### config.mk
export PLATFORM = sky130hd
export DESIGN_NAME = ame_div
export DESIGN_NICKNAME = d
export VERILOG_FILES = /design/src/sv/ame_pkg.sv /design/src/sv/ame_div.sv
export SDC_FILE = /design/constraint.sdc
export NUM_CORES = 1
export LEC_CHECK = 0
export BUFFER_PORTS_ARGS = -buffer_cell sky130_fd_sc_hd__buf_2
export CAP_MARGIN = 30
export CORE_MARGIN = 2
export CORE_UTILIZATION = 64
export DETAILED_ROUTE_END_ITERATION = 16
export PLACE_DENSITY = 0.88
export SLEW_MARGIN = 15
export SYNTH_ARGS = -nofsm -noshare
export SYNTH_HDL_FRONTEND = slang
export SYNTH_SLANG_ARGS = --single-unit
### constraint.sdc
create_clock -name clk -period 6.6 [get_ports clk]
set_clock_uncertainty 0.05 [all_clocks]
set_input_delay 0.66 -clock clk [delete_from_list [all_inputs] [get_ports clk]]
set_output_delay 0.66 -clock clk [all_outputs]
set_load 0.03 [all_outputs]
### src/sv/ame_pkg.sv
// Shared types and constants for the accumulator machine execute unit.
`default_nettype none
package ame_pkg;

	localparam int MEM_WORDS = 128;
	localparam int MEM_AW    = $clog2(MEM_WORDS);
	localparam int WORD_W    = 32;
	localparam int PC_W      = 7;
	localparam int CMD_W     = 4;

	typedef logic [WORD_W-1:0] word_t;
	typedef logic [PC_W-1:0]   pc_t;

	typedef enum logic [CMD_W-1:0] {
		CMD_READ   = 4'd0,
		CMD_WRITE  = 4'd1,
		CMD_LOAD   = 4'd2,
		CMD_STORE  = 4'd3,
		CMD_ADD    = 4'd4,
		CMD_SUB    = 4'd5,
		CMD_MUL    = 4'd6,
		CMD_DIV    = 4'd7,
		CMD_BR     = 4'd8,
		CMD_BRNEG  = 4'd9,
		CMD_BRZERO = 4'd10,
		CMD_BRPOS  = 4'd11,
		CMD_HALT   = 4'd12,
		CMD_SKIP   = 4'd13
	} cmd_t;

	typedef enum logic [2:0] {
		ST_IDLE,
		ST_EXEC,
		ST_MUL,
		ST_DIV,
		ST_DONE
	} state_t;

	// Status returned by the divider to the sequencer.
	typedef struct packed {
		logic busy;
		logic done;
	} div_stat_t;

endpackage
`default_nettype wire

### src/sv/ame_div.sv
// Iterative signed divider, one quotient bit per cycle, truncating toward zero.
`default_nettype none
module ame_div (
	input  wire logic          clk,
	input  wire logic          arst_n,
	input  wire logic          start,
	input  wire ame_pkg::word_t num,
	input  wire ame_pkg::word_t den,
	output ame_pkg::div_stat_t stat,
	output ame_pkg::word_t     quo
);
	import ame_pkg::*;

	localparam int CNT_W = $clog2(WORD_W);

	logic             busy_q;
	logic             done_q;
	logic [CNT_W-1:0] cnt_q;
	logic             neg_q;
	word_t            rem_q;
	word_t            quo_q;
	word_t            den_q;
	logic [WORD_W:0]  rem_sh;
	logic [WORD_W:0]  rem_sub;

	assign rem_sh  = {rem_q, quo_q[WORD_W-1]};
	assign rem_sub = rem_sh - {1'b0, den_q};

	always_ff @(posedge clk or negedge arst_n) begin
		if (!arst_n) begin
			busy_q <= 1'b0;
			done_q <= 1'b0;
			cnt_q  <= '0;
		end else begin
			done_q <= 1'b0;
			if (start) begin
				busy_q <= 1'b1;
				cnt_q  <= '0;
			end else if (busy_q) begin
				cnt_q <= cnt_q + 1'b1;
				if (cnt_q == CNT_W'(WORD_W - 1)) begin
					busy_q <= 1'b0;
					done_q <= 1'b1;
				end
			end
		end
	end

	always_ff @(posedge clk) begin
		if (start) begin
			neg_q <= num[WORD_W-1] ^ den[WORD_W-1];
			rem_q <= '0;
			quo_q <= num[WORD_W-1] ? (word_t'(0) - num) : num;
			den_q <= den[WORD_W-1] ? (word_t'(0) - den) : den;
		end else if (busy_q) begin
			if (!rem_sub[WORD_W]) begin
				rem_q <= rem_sub[WORD_W-1:0];
				quo_q <= {quo_q[WORD_W-2:0], 1'b1};
			end else begin
				rem_q <= rem_sh[WORD_W-1:0];
				quo_q <= {quo_q[WORD_W-2:0], 1'b0};
			end
		end
	end

	assign stat.busy = busy_q;
	assign stat.done = done_q;
	assign quo       = neg_q ? (word_t'(0) - quo_q) : quo_q;
endmodule
`default_nettype wire

After elaboration in Yosys (flattened, before gate mapping)
Cells that the tools add are included.
{ "classes": {"bitwise_logic": 1, "eq_ne": 1, "reduce_logical": 1, "mux": 15, "n_addsub": 5} }
{ "ops": {"columns": ["op", "n"], "rows": [
  ["$mux 32", 5],
  ["$sub 1x32->32 const A", 3],
  ["$sub 33x32->33", 1],
  ["$mux 31", 1],
  ["$mux 5", 2],
  ["$mux 1", 7],
  ["$add 5x1->5 const B", 1],
  ["$eq 5x5->1 const B", 1],
  ["$reduce_bool 2->1", 1],
  ["$xor 1x1->1", 1]
]} }
{ "word_totals": {"output_inout_bits": 34, "elab_cells": 31, "input_bits": 67, "regBits": 104} }

Depth between registers and ports, before layout
Gate-level depths: netlist of the first run.
{ "logic_depth": {"depth_word": 4, "mapped_depth": 13, "depth_no_buf": 12} }

Least setup slack after synthesis of the first run
No wires, ideal clock.
{ "synth_path": {"path_type": "reg-to-output", "startpoint": "reg quo_q[0]", "endpoint": "out quo[29]", "arrival_ns": 2.460, "path_buffers": 0, "setup_slack_ns": 3.430, "required_time_ns": 5.890, "stages_incl_launch_ff": 10, "path_cell_list": "edfxtp_1 or2_2 or4_1 nor2_1 nand2_1 or3_1 inv_1 nand2_1 o41ai_1 xnor2_1"} }
{ "synth_between": {"elab_chain_len": 2} }
{ "synth_rtl": {"columns": ["item", "line_no", "source"], "rows": [
  ["start: declaration", "ame_div.sv:21", "word_t quo_q;"],
  ["start signal: assignment", "ame_div.sv:53", "quo_q <= num[WORD_W-1] ? (word_t'(0) - num) : num;"],
  ["start signal: assignment", "ame_div.sv:58", "quo_q <= {quo_q[WORD_W-2:0], 1'b1};"],
  ["start signal: assignment", "ame_div.sv:61", "quo_q <= {quo_q[WORD_W-2:0], 1'b0};"],
  ["$sub 1x32->32", "ame_div.sv:68", "assign quo = neg_q ? (word_t'(0) - quo_q) : quo_q;"],
  ["$mux 32", "ame_div.sv:68", null],
  ["end: declaration", "ame_div.sv:10", "output ame_pkg::word_t quo"]
]} }
Every way passes these cells.

Final worst setup path of the first run
{ "layout_path": {"startpoint": "reg quo_q[1]", "endpoint": "out quo[29]"} }
Same word-level chain as after synthesis.

==> results of run 1 <==
-- state kept, by name, indices dropped and copies added (netlist names) --
name / cells
busy_q: 1
rem_q: 32
quo_q: 32
done_q: 1
den_q: 32
cnt_q: 5
neg_q: 1
-- worst register-to-register path, stage by stage (launching register included) --
cell	delay, ns
edfxtp_1	0.43
inv_1	0.07
ha_1	0.26
nor2b_1	0.16
o31a_1	0.19
o21ai_0	0.25
o31ai_1	0.63
a21boi_0	0.28
o31ai_1	0.49
o2bb2ai_1	0.24
mux2i_1	0.22
a211oi_1	0.08
-- placed cells by master, fill, tap and decap left out, drive strengths merged, types with 8 or more instances in the layout --
cell / instances
a21oi: 69
a311oi: 19
buf: 106
clkbuf: 12
dfxtp: 32
edfxtp: 65
ha: 37
inv: 51
nand2: 109
nor2: 89
nor3: 12
nor4: 8
o21ai: 60
o31ai: 25
o41ai: 15
or3: 20
or4: 12
xnor2: 72
xor2: 44
-- where the power goes --
group	internal [mW]	switching [mW]	leakage [nW]	total, mW
Sequential	0.751	0.0427	0.999	0.793
Combinational	0.164	0.274	2.30	0.438
Clock	0.315	0.235	0.141	0.550
-- cells by family after synthesis --
logic type               after synthesis  share of synthesized area (%)
XOR/XNOR                             116                           13.2
AO/OA/AOI/OAI                        247                           21.1
flip-flops                           104                           36.1
adder cells (fa/ha/maj)               38                           6.30
multiplexers                           4                          0.522
AND/OR/NAND/NOR                      294                           18.2
buffers and inverters                 89                           4.55
-- per-layer routing --
metal  up-vias  track usage, %  share of wire (%)  wire (µm)
met3        31            3.08                5.7        928
met2       226            41.8                 45       7410
met4         0            11.0                2.5        408
met5         -               0                  0          0
met1      3068            37.2                 47       7650
li1       3383               -                  -          -
-- final cells by class --
class / instances / area (µm²) / area share, %
repair buffers: 106 / 559 / 6.52
clock inverters: 4 / 52.6 / 0.613
clock buffers: 12 / 256 / 2.99
well taps: 143 / 179 / 2.09
inverters: 51 / 191 / 2.23
multi-input cells: 699 / 4570 / 53.3
flip-flops and latches: 104 / 2770 / 32.3
-- synth_stat cells, types with 4 or more instances --
library cell  instances
nand2_1             109
nor2_1               89
xnor2_1              72
a21oi_1              69
edfxtp_1             65
o21ai_0              56
inv_1                51
xor2_1               44
ha_1                 37
dfxtp_1              32
clkbuf_1             28
o31ai_1              25
a311oi_1             19
or3_1                17
o41ai_1              13
nor3_1               12
or4_1                12
dfrtp_1               7
nand2b_1              7
nor2b_1               7
o211ai_1              7
a211oi_1              6
a21o_1                6
nand3_1               6
nor4_1                6
o21a_1                6
a31oi_1               5
nand4_1               5
o21bai_1              5
and3_1                4
buf_1                 4
mux2i_1               4
-- worst max path at each step --
stage / slack (ns) / end / start / cells after the start
floorplan: 3.43 / quo[29] / quo_q[0] / 9
finish: 2.77 / quo[29] / quo_q[1] / 10
global placement: 3.05 / rem_q[11] / quo_q[31] / 11
CTS: 2.76 / quo[29] / quo_q[1] / 10
detailed placement: 3.15 / rem_q[11] / quo_q[31] / 12
global route: 2.52 / quo[29] / quo_q[1] / 10
==> results.yml, run 1 <==
setup_path:
  path_class: "flop to primary output"
  required_ns: 5.89
  arrival_ns: 3.12
  r2r-end: "rem_q[29]"
  regToRegStartpoint: "den_q[1]"
  startpoint_type: "flop"
  crit_family: "simple AND/OR/NAND/NOR gates"
  ff2ff_path_depth: 11
  worst_path_most_repeated_cell: "nand2_1"
  path_max_fanout: 5
  cpPeakStageDelay_ns: 0.45
  critPathCaptureType: "primary output"
  slowest_stage: "or4_1"
  path_cells: "or2_2 -> or4_1 -> nor2_1 -> nand2_1 -> or3_1 -> inv_1 -> nand2_1 -> o41ai_1 -> xnor2_1 -> buf_2"
  rrSetupSlack_ns: 3.10
  crit_buf_inv: 2
synthesis:
  synth_edf_count: 65
  synth_ff_type: "edfxtp_1"
  synth_area_leader_cell: "edfxtp_1"
  synthArstFlopShare_pct: 6.73
  yosys.area.top_type_share_pct: 25.5
  yosys-top-cells-area: "edfxtp_1 25%, dfxtp_1 8.4%, xnor2_1 8.2%"
  synth_cells: 892
  ys_types: 63
  syn_area_mm2: 0.00767
  yosysWarnings: 0
  synth_seq_cells: 104
  synth_nets: 997
  yosysSeqAreaShare_pct: 36.1
  avgSynthCellArea_um2: 8.60
grt:
  antenna_found_initial: 0
  grt_start_max_net_pins: 93
  track_usage_pct: 26.4
  grt_pass1_wl_um: 27700
  grt_pass1_vias: 6076
  overflow: 0
floorplanning:
  die_h_um: 113
  die_area_mm2: 0.0129
  die_w_um: 113
  rows: 39
  core_area_mm2: 0.0116
  initial_core_util_pct: 66.3
  ioPinCount: 101
timing:
  final_max_slew_viol_count: 0
  max_freq_mhz: 261
  rsz0062_at_grt: "false"
  slew_headroom_pct: 41.9
  setup_violations: 0
  fin_hold_ws_ns: 0.0730
  hold_viol_final: 0
  setup-tns-final_ns: 0
  fin_ws_ns: 2.77
  worstMarginPinSlew_ns: 0.871
  period_needed_ns: 3.83
  fin_crit_sh_pct: 58.1
clock_network:
  cts_hold_buf: 0
  htreeDepth: 3
  clock_latency_ns: 0.36
  post_cts_resize_count: 0
  cts_buffer_depth: 2
  clk_pin_slew_worst_paths_ns: 0.07
  numCtsBuffers: 9
  cts_tree: "built"
  root_buffer: "clkbuf_16"
  postCtsSetupBuffers: 0
  clock_sink_count: 104
detailed_routing:
  avgRoutedWirePerCell_um: 14.7
  drtIter0Drc: 606
  drt.antenna.violating_nets: 0
  wirelength_um: 16400
  vias: 6708
  drt-vias-per-instance: 5.99
  drt_pass1_iterations: 5
  drc_errors: 0
worst_hold_path:
  hold_class: "input port to asynchronous set/reset pin"
cells_and_area:
  drive_above_1_share_pct: 14.4
  finalInstanceArea_mm2: 0.00857
  nets: 1076
  instances_no_fill: 1119
  post-route-util_pct: 74.1
  n_antenna_cell: 0
  fillCellCount: 852
  areaGrowthSynthToFinish_pct: 11.8
power_and_ir_drop:
  leakage_nw: 3.44
  pwr_density_cell_mw_per_mm2: 208
  vdd_drop_max_mv: 0.168
  p_total_mw: 1.78
placement:
  place_inst: 1102
  dpl.hpwl_um: 12400
  placed_area_mm2: 0.00825
  dp_slack_ns: 3.15
  io_buffer_count: 100
  gp_congestion: 0.946
status:
  outcome: "finished, final reports clean"
job:
  maxCapViolCount: 0
Power figures use the tool's default switching activity.
==> run 2: changes to the inputs <==
Settings changed: ABC_AREA set to 1, CORE_UTILIZATION 64 to 55, PLACE_DENSITY 0.88 to 0.79.
Clock period 6.6 ns to 3.42 ns, I/O delays scaled along.
==> run 2 against run 1 <==
  * Area after synthesis up 21%
  * First-iteration DRC count down 12%
  * Worst setup slack worse by 2.3 ns
  * Final cell count up 57%
  * Die area up 39%
  * Global-route usage up 0.69 points
  * Register-to-register slack worse by 2.4 ns
  * Sequential share of layout area down 5.3 points
  * Synthesized cell count up 61%
  * Critical endpoint is now quo[28]
==> results.yml, run 2 <==
floorplanning:
  die_h_um: 134
  initial_core_util_pct: 56.0
  die_area_mm2: 0.0179
  core_area_mm2: 0.0165
  ioPinCount: 101
  die_w_um: 134
  rows: 47
timing:
  rsz0062_at_grt: "false"
  final_max_slew_viol_count: 0
  max_freq_mhz: 339
  worstMarginPinSlew_ns: 0.649
  setup-tns-final_ns: 0
  fin_crit_sh_pct: 86.2
  period_needed_ns: 2.95
  hold_viol_final: 0
  slew_headroom_pct: 56.4
  setup_violations: 0
detailed_routing:
  route.met3.wl_um: 1340
  drc_errors: 0
  wirelength_um: 23100
  drt_pass1_iterations: 5
  avgRoutedWirePerCell_um: 13.2
  top_layer_used: "met5"
  vias: 8890
  drt-vias-per-instance: 5.07
  routed-wl-met2_um: 10800
  wl_met1_um: 10300
  drtIter0Drc: 531
  drt.antenna.violating_nets: 0
power_and_ir_drop:
  p_sw_mw: 1.24
  power_frac_comb_pct: 28.5
  seqPwrFrac_pct: 41.6
  pwr_density_cell_mw_per_mm2: 355
  clkPwrFrac_pct: 29.8
  p_int_mw: 2.40
  vdd_drop_max_mv: 0.278
  p_sw_share_pct: 34.1
  leakage_nw: 5.43
  p_total_mw: 3.64
grt:
  grt_pass1_wl_um: 39200
  antenna_found_initial: 3
  grt_pass1_vias: 8468
  grt_start_max_net_pins: 37
  overflow: 0
  track_usage_pct: 27.1
setup_path:
  startpoint_type: "flop"
  regToRegStartpoint: "quo_q[31]"
  path_class: "flop to primary output"
  critPathCaptureType: "primary output"
  rrSetupSlack_ns: 0.72
  setup.worst_path.start: "quo_q[0]"
  arrival_ns: 2.56
  path_max_fanout: 3
  required_ns: 3.03
synthesis:
  synth_ff_type: "edfxtp_1"
  synth_top_family_by_area: "simple AND/OR/NAND/NOR gates"
  yosysMostFrequentCell: "nand2_1"
  synth_compound_area_share_pct: 6.69
  avgSynthCellArea_um2: 6.44
  yosysSeqAreaShare_pct: 29.9
  synth_seq_cells: 104
  syn_area_mm2: 0.00926
  yosysWarnings: 0
  synthMuxAreaShare_pct: 0
  synth_nets: 1542
  ys_types: 47
  synth_xor_area_share_pct: 8.89
  synth_edf_count: 65
  synthArstFlopShare_pct: 6.73
  synth-adder-area-share_pct: 5.22
  synth_common_cells: "470 x nand2_1, 268 x inv_1, 122 x nor2_1, 82 x nand3_1, 65 x edfxtp_1"
  yosys.area.top_type_share_pct: 21.1
  synth_area_leader_cell: "edfxtp_1"
  synth_simple_gate_area_share_pct: 36.1
  synth_cells: 1437
  yosys-top-cells-area: "edfxtp_1 21%, nand2_1 19%, inv_1 11%"
cells_and_area:
  drive_above_1_share_pct: 12.0
  layout_commonest_cell: "nand2_1"
  ff_latch_area_mm2: 0.00277
  layout_common_cells: "470 x nand2_1, 268 x inv_1, 120 x nor2_1"
  multiInputGateArea_mm2: 0.00527
  reg_top3: "den_q: 32 flops, quo_q: 32 flops, rem_q: 32 flops"
  instances_no_fill: 1753
  areaGrowthSynthToFinish_pct: 10.8
  nets: 1632
  fillCellCount: 1523
placement:
  gp_congestion: 0.913
  place_inst: 1734
  io_buffer_count: 100
  dpl.hpwl_um: 18200
clock_network:
  cts_buffer_depth: 2
  clock_sink_count: 104
  post_cts_resize_count: 0
  cts_hold_buf: 1
  clk_pin_slew_worst_paths_ns: 0.07
  cts_tree: "built"
  clock_latency_ns: 0.36
  numCtsBuffers: 9
  root_buffer: "clkbuf_16"
  htreeDepth: 3
  postCtsSetupBuffers: 0
status:
  outcome: "finished, final reports clean"
job:
  maxCapViolCount: 0
worst_hold_path:
  holdCritStartpoint: "den[0]"
  hold_class: "input port to flop"
## run 2: cell count changes after synthesis, moves of 17 or more
cell,previous run,this run
a311oi_1,19,0
a21oi_1,69,27
nand2_2,0,23
nand2_1,109,470
xor2_1,44,61
or3_1,17,0
nor2_1,89,122
inv_1,51,268
nand3_1,6,82
o31ai_1,25,3
xnor2_1,72,33
## run 2: final cells by class
cell class,count,share of cell area [%]
multi-input combinational,1024,51.4
sequential,104,27.0
inverter,279,10.2
timing repair buffer,109,5.73
tap,220,2.68
clock buffer,14,2.62
clock inverter,2,0.366
antenna,1,0.0244
## run 2: final timing paths
path | to | cells past startpoint
max | quo[28] | 11
min | den_q[0] | 1
max reg2reg | rem_q[0] | 17
min reg2reg | rem_q[23] | 2
max in group asynchronous | cnt_q[2] | 2
min in group asynchronous | cnt_q[0] | 2
## run 2: critical path, stage by stage (launching register included)
cell and delay (ns):
edfxtp_1 0.42, inv_1 0.10, ha_1 0.17, nand2_1 0.09
nor2_1 0.16, nand2_1 0.11, nor2_1 0.21, nand3_1 0.17
o21ai_1 0.25, nand2_1 0.10, xor2_1 0.18, buf_2 0.23
## run 2: logic make-up after synthesis
logic type               after synthesis
AO/OA/AOI/OAI                        116
adder cells (fa/ha/maj)               38
XOR/XNOR                              94
buffers and inverters                309
flip-flops                           104
AND/OR/NAND/NOR                      776
## run 2: stage by stage
stage / utilization, % / hold slack (ns) / worst slack [ns] / cell area [µm²]
after global routing: 62.1 / 0.160 / 0.256 / 10300
after detailed placement: 60.0 / 0.134 / 0.756 / 9920
after floorplan: - / -0.00359 / 1.08 / 9260
after CTS: 61.9 / 0.154 / 0.452 / 10200
after global placement: 60.0 / 0.133 / 0.818 / 9920
final: 62.1 / 0.162 / 0.472 / 10300
## run 2: power groups by stage
| stage | sequential (mW) | combinational, mW | clock, mW |
|---|---|---|---|
| after floorplan | 1.52 | 0.726 | 0 |
| after global placement | 1.54 | 1.01 | 0 |
| after detailed placement | 1.54 | 1.02 | 0 |
| after CTS | 1.52 | 1.03 | 1.10 |
| after global routing | 1.53 | 1.15 | 1.15 |
| final | 1.52 | 1.04 | 1.09 |
## run 2: metal layers
layer	vias up	global-route usage (%)
met5	-	0
met4	4	10.5
met3	48	4.34
met2	243	46.3
met1	3981	34.4
li1	4614	-
==> run 3: changes to the inputs <==
Settings changed: ABC_AREA 1 to 0, CORE_UTILIZATION 55 to 53, HOLD_SLACK_MARGIN set to 0.03, PLACE_DENSITY 0.79 to 0.78.
==> run 3 against run 2 <==
  * Register-to-register slack got worse by 0.55 ns
  * Flip-flop and latch count did not move
  * Cell area fell by 14%
  * Sequential share of layout area rose by 4.6 points
  * Sequential power barely moved
  * Critical endpoint is now quo[29]
  * Combinational power fell by 17%
  * Total power fell by 7.8%
  * First-iteration DRC count rose by 0.94%
  * Die area fell by 14%
  * Final cell count fell by 33%
==> results.yml, run 3 (synthesis results as in run 1) <==
setup_path:
  ff2ff_path_depth: 11
  arrival_ns: 2.92
  path_max_fanout: 5
  critPathCaptureType: "primary output"
  required_ns: 3.03
  regToRegStartpoint: "den_q[1]"
  r2r-end: "rem_q[27]"
  rrSetupSlack_ns: 0.17
  startpoint_type: "flop"
  path_class: "flop to primary output"
cells_and_area:
  post-route-util_pct: 62.7
  layout_common_cells: "107 x nand2_1, 98 x buf_2, 88 x nor2_1"
  finalInstanceArea_mm2: 0.00878
  drive_above_1_share_pct: 16.7
  areaGrowthSynthToFinish_pct: 14.5
  n_antenna_cell: 0
  nets: 1092
  layout_commonest_cell: "nand2_1"
  instances_no_fill: 1172
  reg_top3: "den_q: 32 flops, quo_q: 32 flops, rem_q: 32 flops"
power_and_ir_drop:
  leakage_nw: 3.53
  p_total_mw: 3.36
  vdd_drop_max_mv: 0.222
  pwr_density_cell_mw_per_mm2: 383
worst_hold_path:
  holdCritStartpoint: "den[0]"
  min_to: "den_q[0]"
  hold_class: "input port to flop"
  holdPathStages: 1
placement:
  gp_congestion: 0.857
  io_buffer_count: 100
  dpl.hpwl_um: 13000
  place_inst: 1151
  placed_area_mm2: 0.00839
floorplanning:
  die_w_um: 124
  die_h_um: 124
  core_area_mm2: 0.0140
  initial_core_util_pct: 54.8
  die_area_mm2: 0.0154
  rows: 43
  ioPinCount: 101
timing:
  period_needed_ns: 3.31
  final_max_slew_viol_count: 0
  worstMarginPinSlew_ns: 1.01
  slew_headroom_pct: 32.4
  fin_crit_sh_pct: 96.8
  max_freq_mhz: 302
  hold_viol_final: 0
  setup_violations: 0
  setup-tns-final_ns: 0
detailed_routing:
  drt_pass1_iterations: 5
  drt.antenna.violating_nets: 0
  drt-vias-per-instance: 5.81
  drtIter0Drc: 536
  avgRoutedWirePerCell_um: 15.0
  drc_errors: 0
  wirelength_um: 17600
  vias: 6811
clock_network:
  root_buffer: "clkbuf_16"
  clock_sink_count: 104
  htreeDepth: 3
  numCtsBuffers: 9
  cts_buffer_depth: 2
  cts_tree: "built"
  clk_pin_slew_worst_paths_ns: 0.07
  clock_latency_ns: 0.35
grt:
  grt_pass1_wl_um: 28800
  grt_start_max_net_pins: 85
  antenna_found_initial: 0
  overflow: 0
  grt_pass1_vias: 6245
  track_usage_pct: 22.1
status:
  outcome: "finished, final reports clean"
job:
  maxCapViolCount: 0
==> run 3: cell count changes in the layout (fill, tap and decap cells not counted), sizes merged, moves of 22 or more <==
cell / delta
nor2: -36
nand3: -86
a21oi: +41
xnor2: +39
o31ai: +22
nand2: -389
inv: -226
==> run 3: how the worst max path moves through the flow <==
stage          startpoint  slack (ns)         to
2_1_floorplan   quo_q[31]        0.46  rem_q[22]
3_5_place_dp     den_q[1]        0.14  rem_q[27]
5_1_grt          quo_q[0]       -0.01    quo[29]
6_report         quo_q[0]        0.11    quo[29]
4_1_cts          quo_q[1]       0.004    quo[31]
3_3_place_gp    quo_q[31]        0.15  rem_q[11]
==> run 3: per-stage QoR <==
step	hold slack (ns)	setup WS (ns)
detailed placement	0.144	0.140
global route	0.207	-0.0121
finish	0.206	0.108
global placement	0.140	0.146
CTS	0.195	0.00423
floorplan	-0.00359	0.465
==> run 3: what timing repair did <==
| item | CTS | global route |
|---|---|---|
| pin swaps | 0 | 4 |
| hold buffers | 1 | 0 |
| resized for setup | 3 | 15 |
| endpoints found under the setup margin | 3 | 12 |
| hold endpoints to repair | 7 | 0 |
| buffers inserted | 0 | 4 |
==> run 3: cell type report <==
cell class	count	area, µm²
sequential	104	2770
clock buffer	11	233
fill	1221	5210
tap	180	225
inverter	51	194
clock inverter	5	33.8
timing repair buffer	122	677
multi-input combinational	699	4650
==> run 3: metal layers <==
| metal | wire length [µm] | vias to the layer above | track usage [%] |
|---|---|---|---|
| li1 | - | 3415 | - |
| met1 | 8040 | 3146 | 29.7 |
| met2 | 8300 | 225 | 37.1 |
| met3 | 945 | 25 | 2.88 |
| met4 | 303 | 0 | 6.74 |
| met5 | 0 | - | 0 |
==> run 3: critical path, stage by stage (launching register included) <==
cell and delay (ns):
edfxtp_1 0.44, or2_4 0.26, or4_4 0.46, nor2_4 0.13, nand2_2 0.07, or3_4 0.42
inv_4 0.07, nand2_4 0.07, o41ai_4 0.31, xnor2_1 0.15, buf_4 0.18
==> run 3: where the power goes <==
| part | internal, mW | total, mW | switching [mW] |
|---|---|---|---|
| logic | 0.331 | 0.865 | 0.535 |
| registers | 1.45 | 1.54 | 0.0947 |
| clock network | 0.495 | 0.951 | 0.457 |
| total | 2.27 | 3.36 | 1.09 |
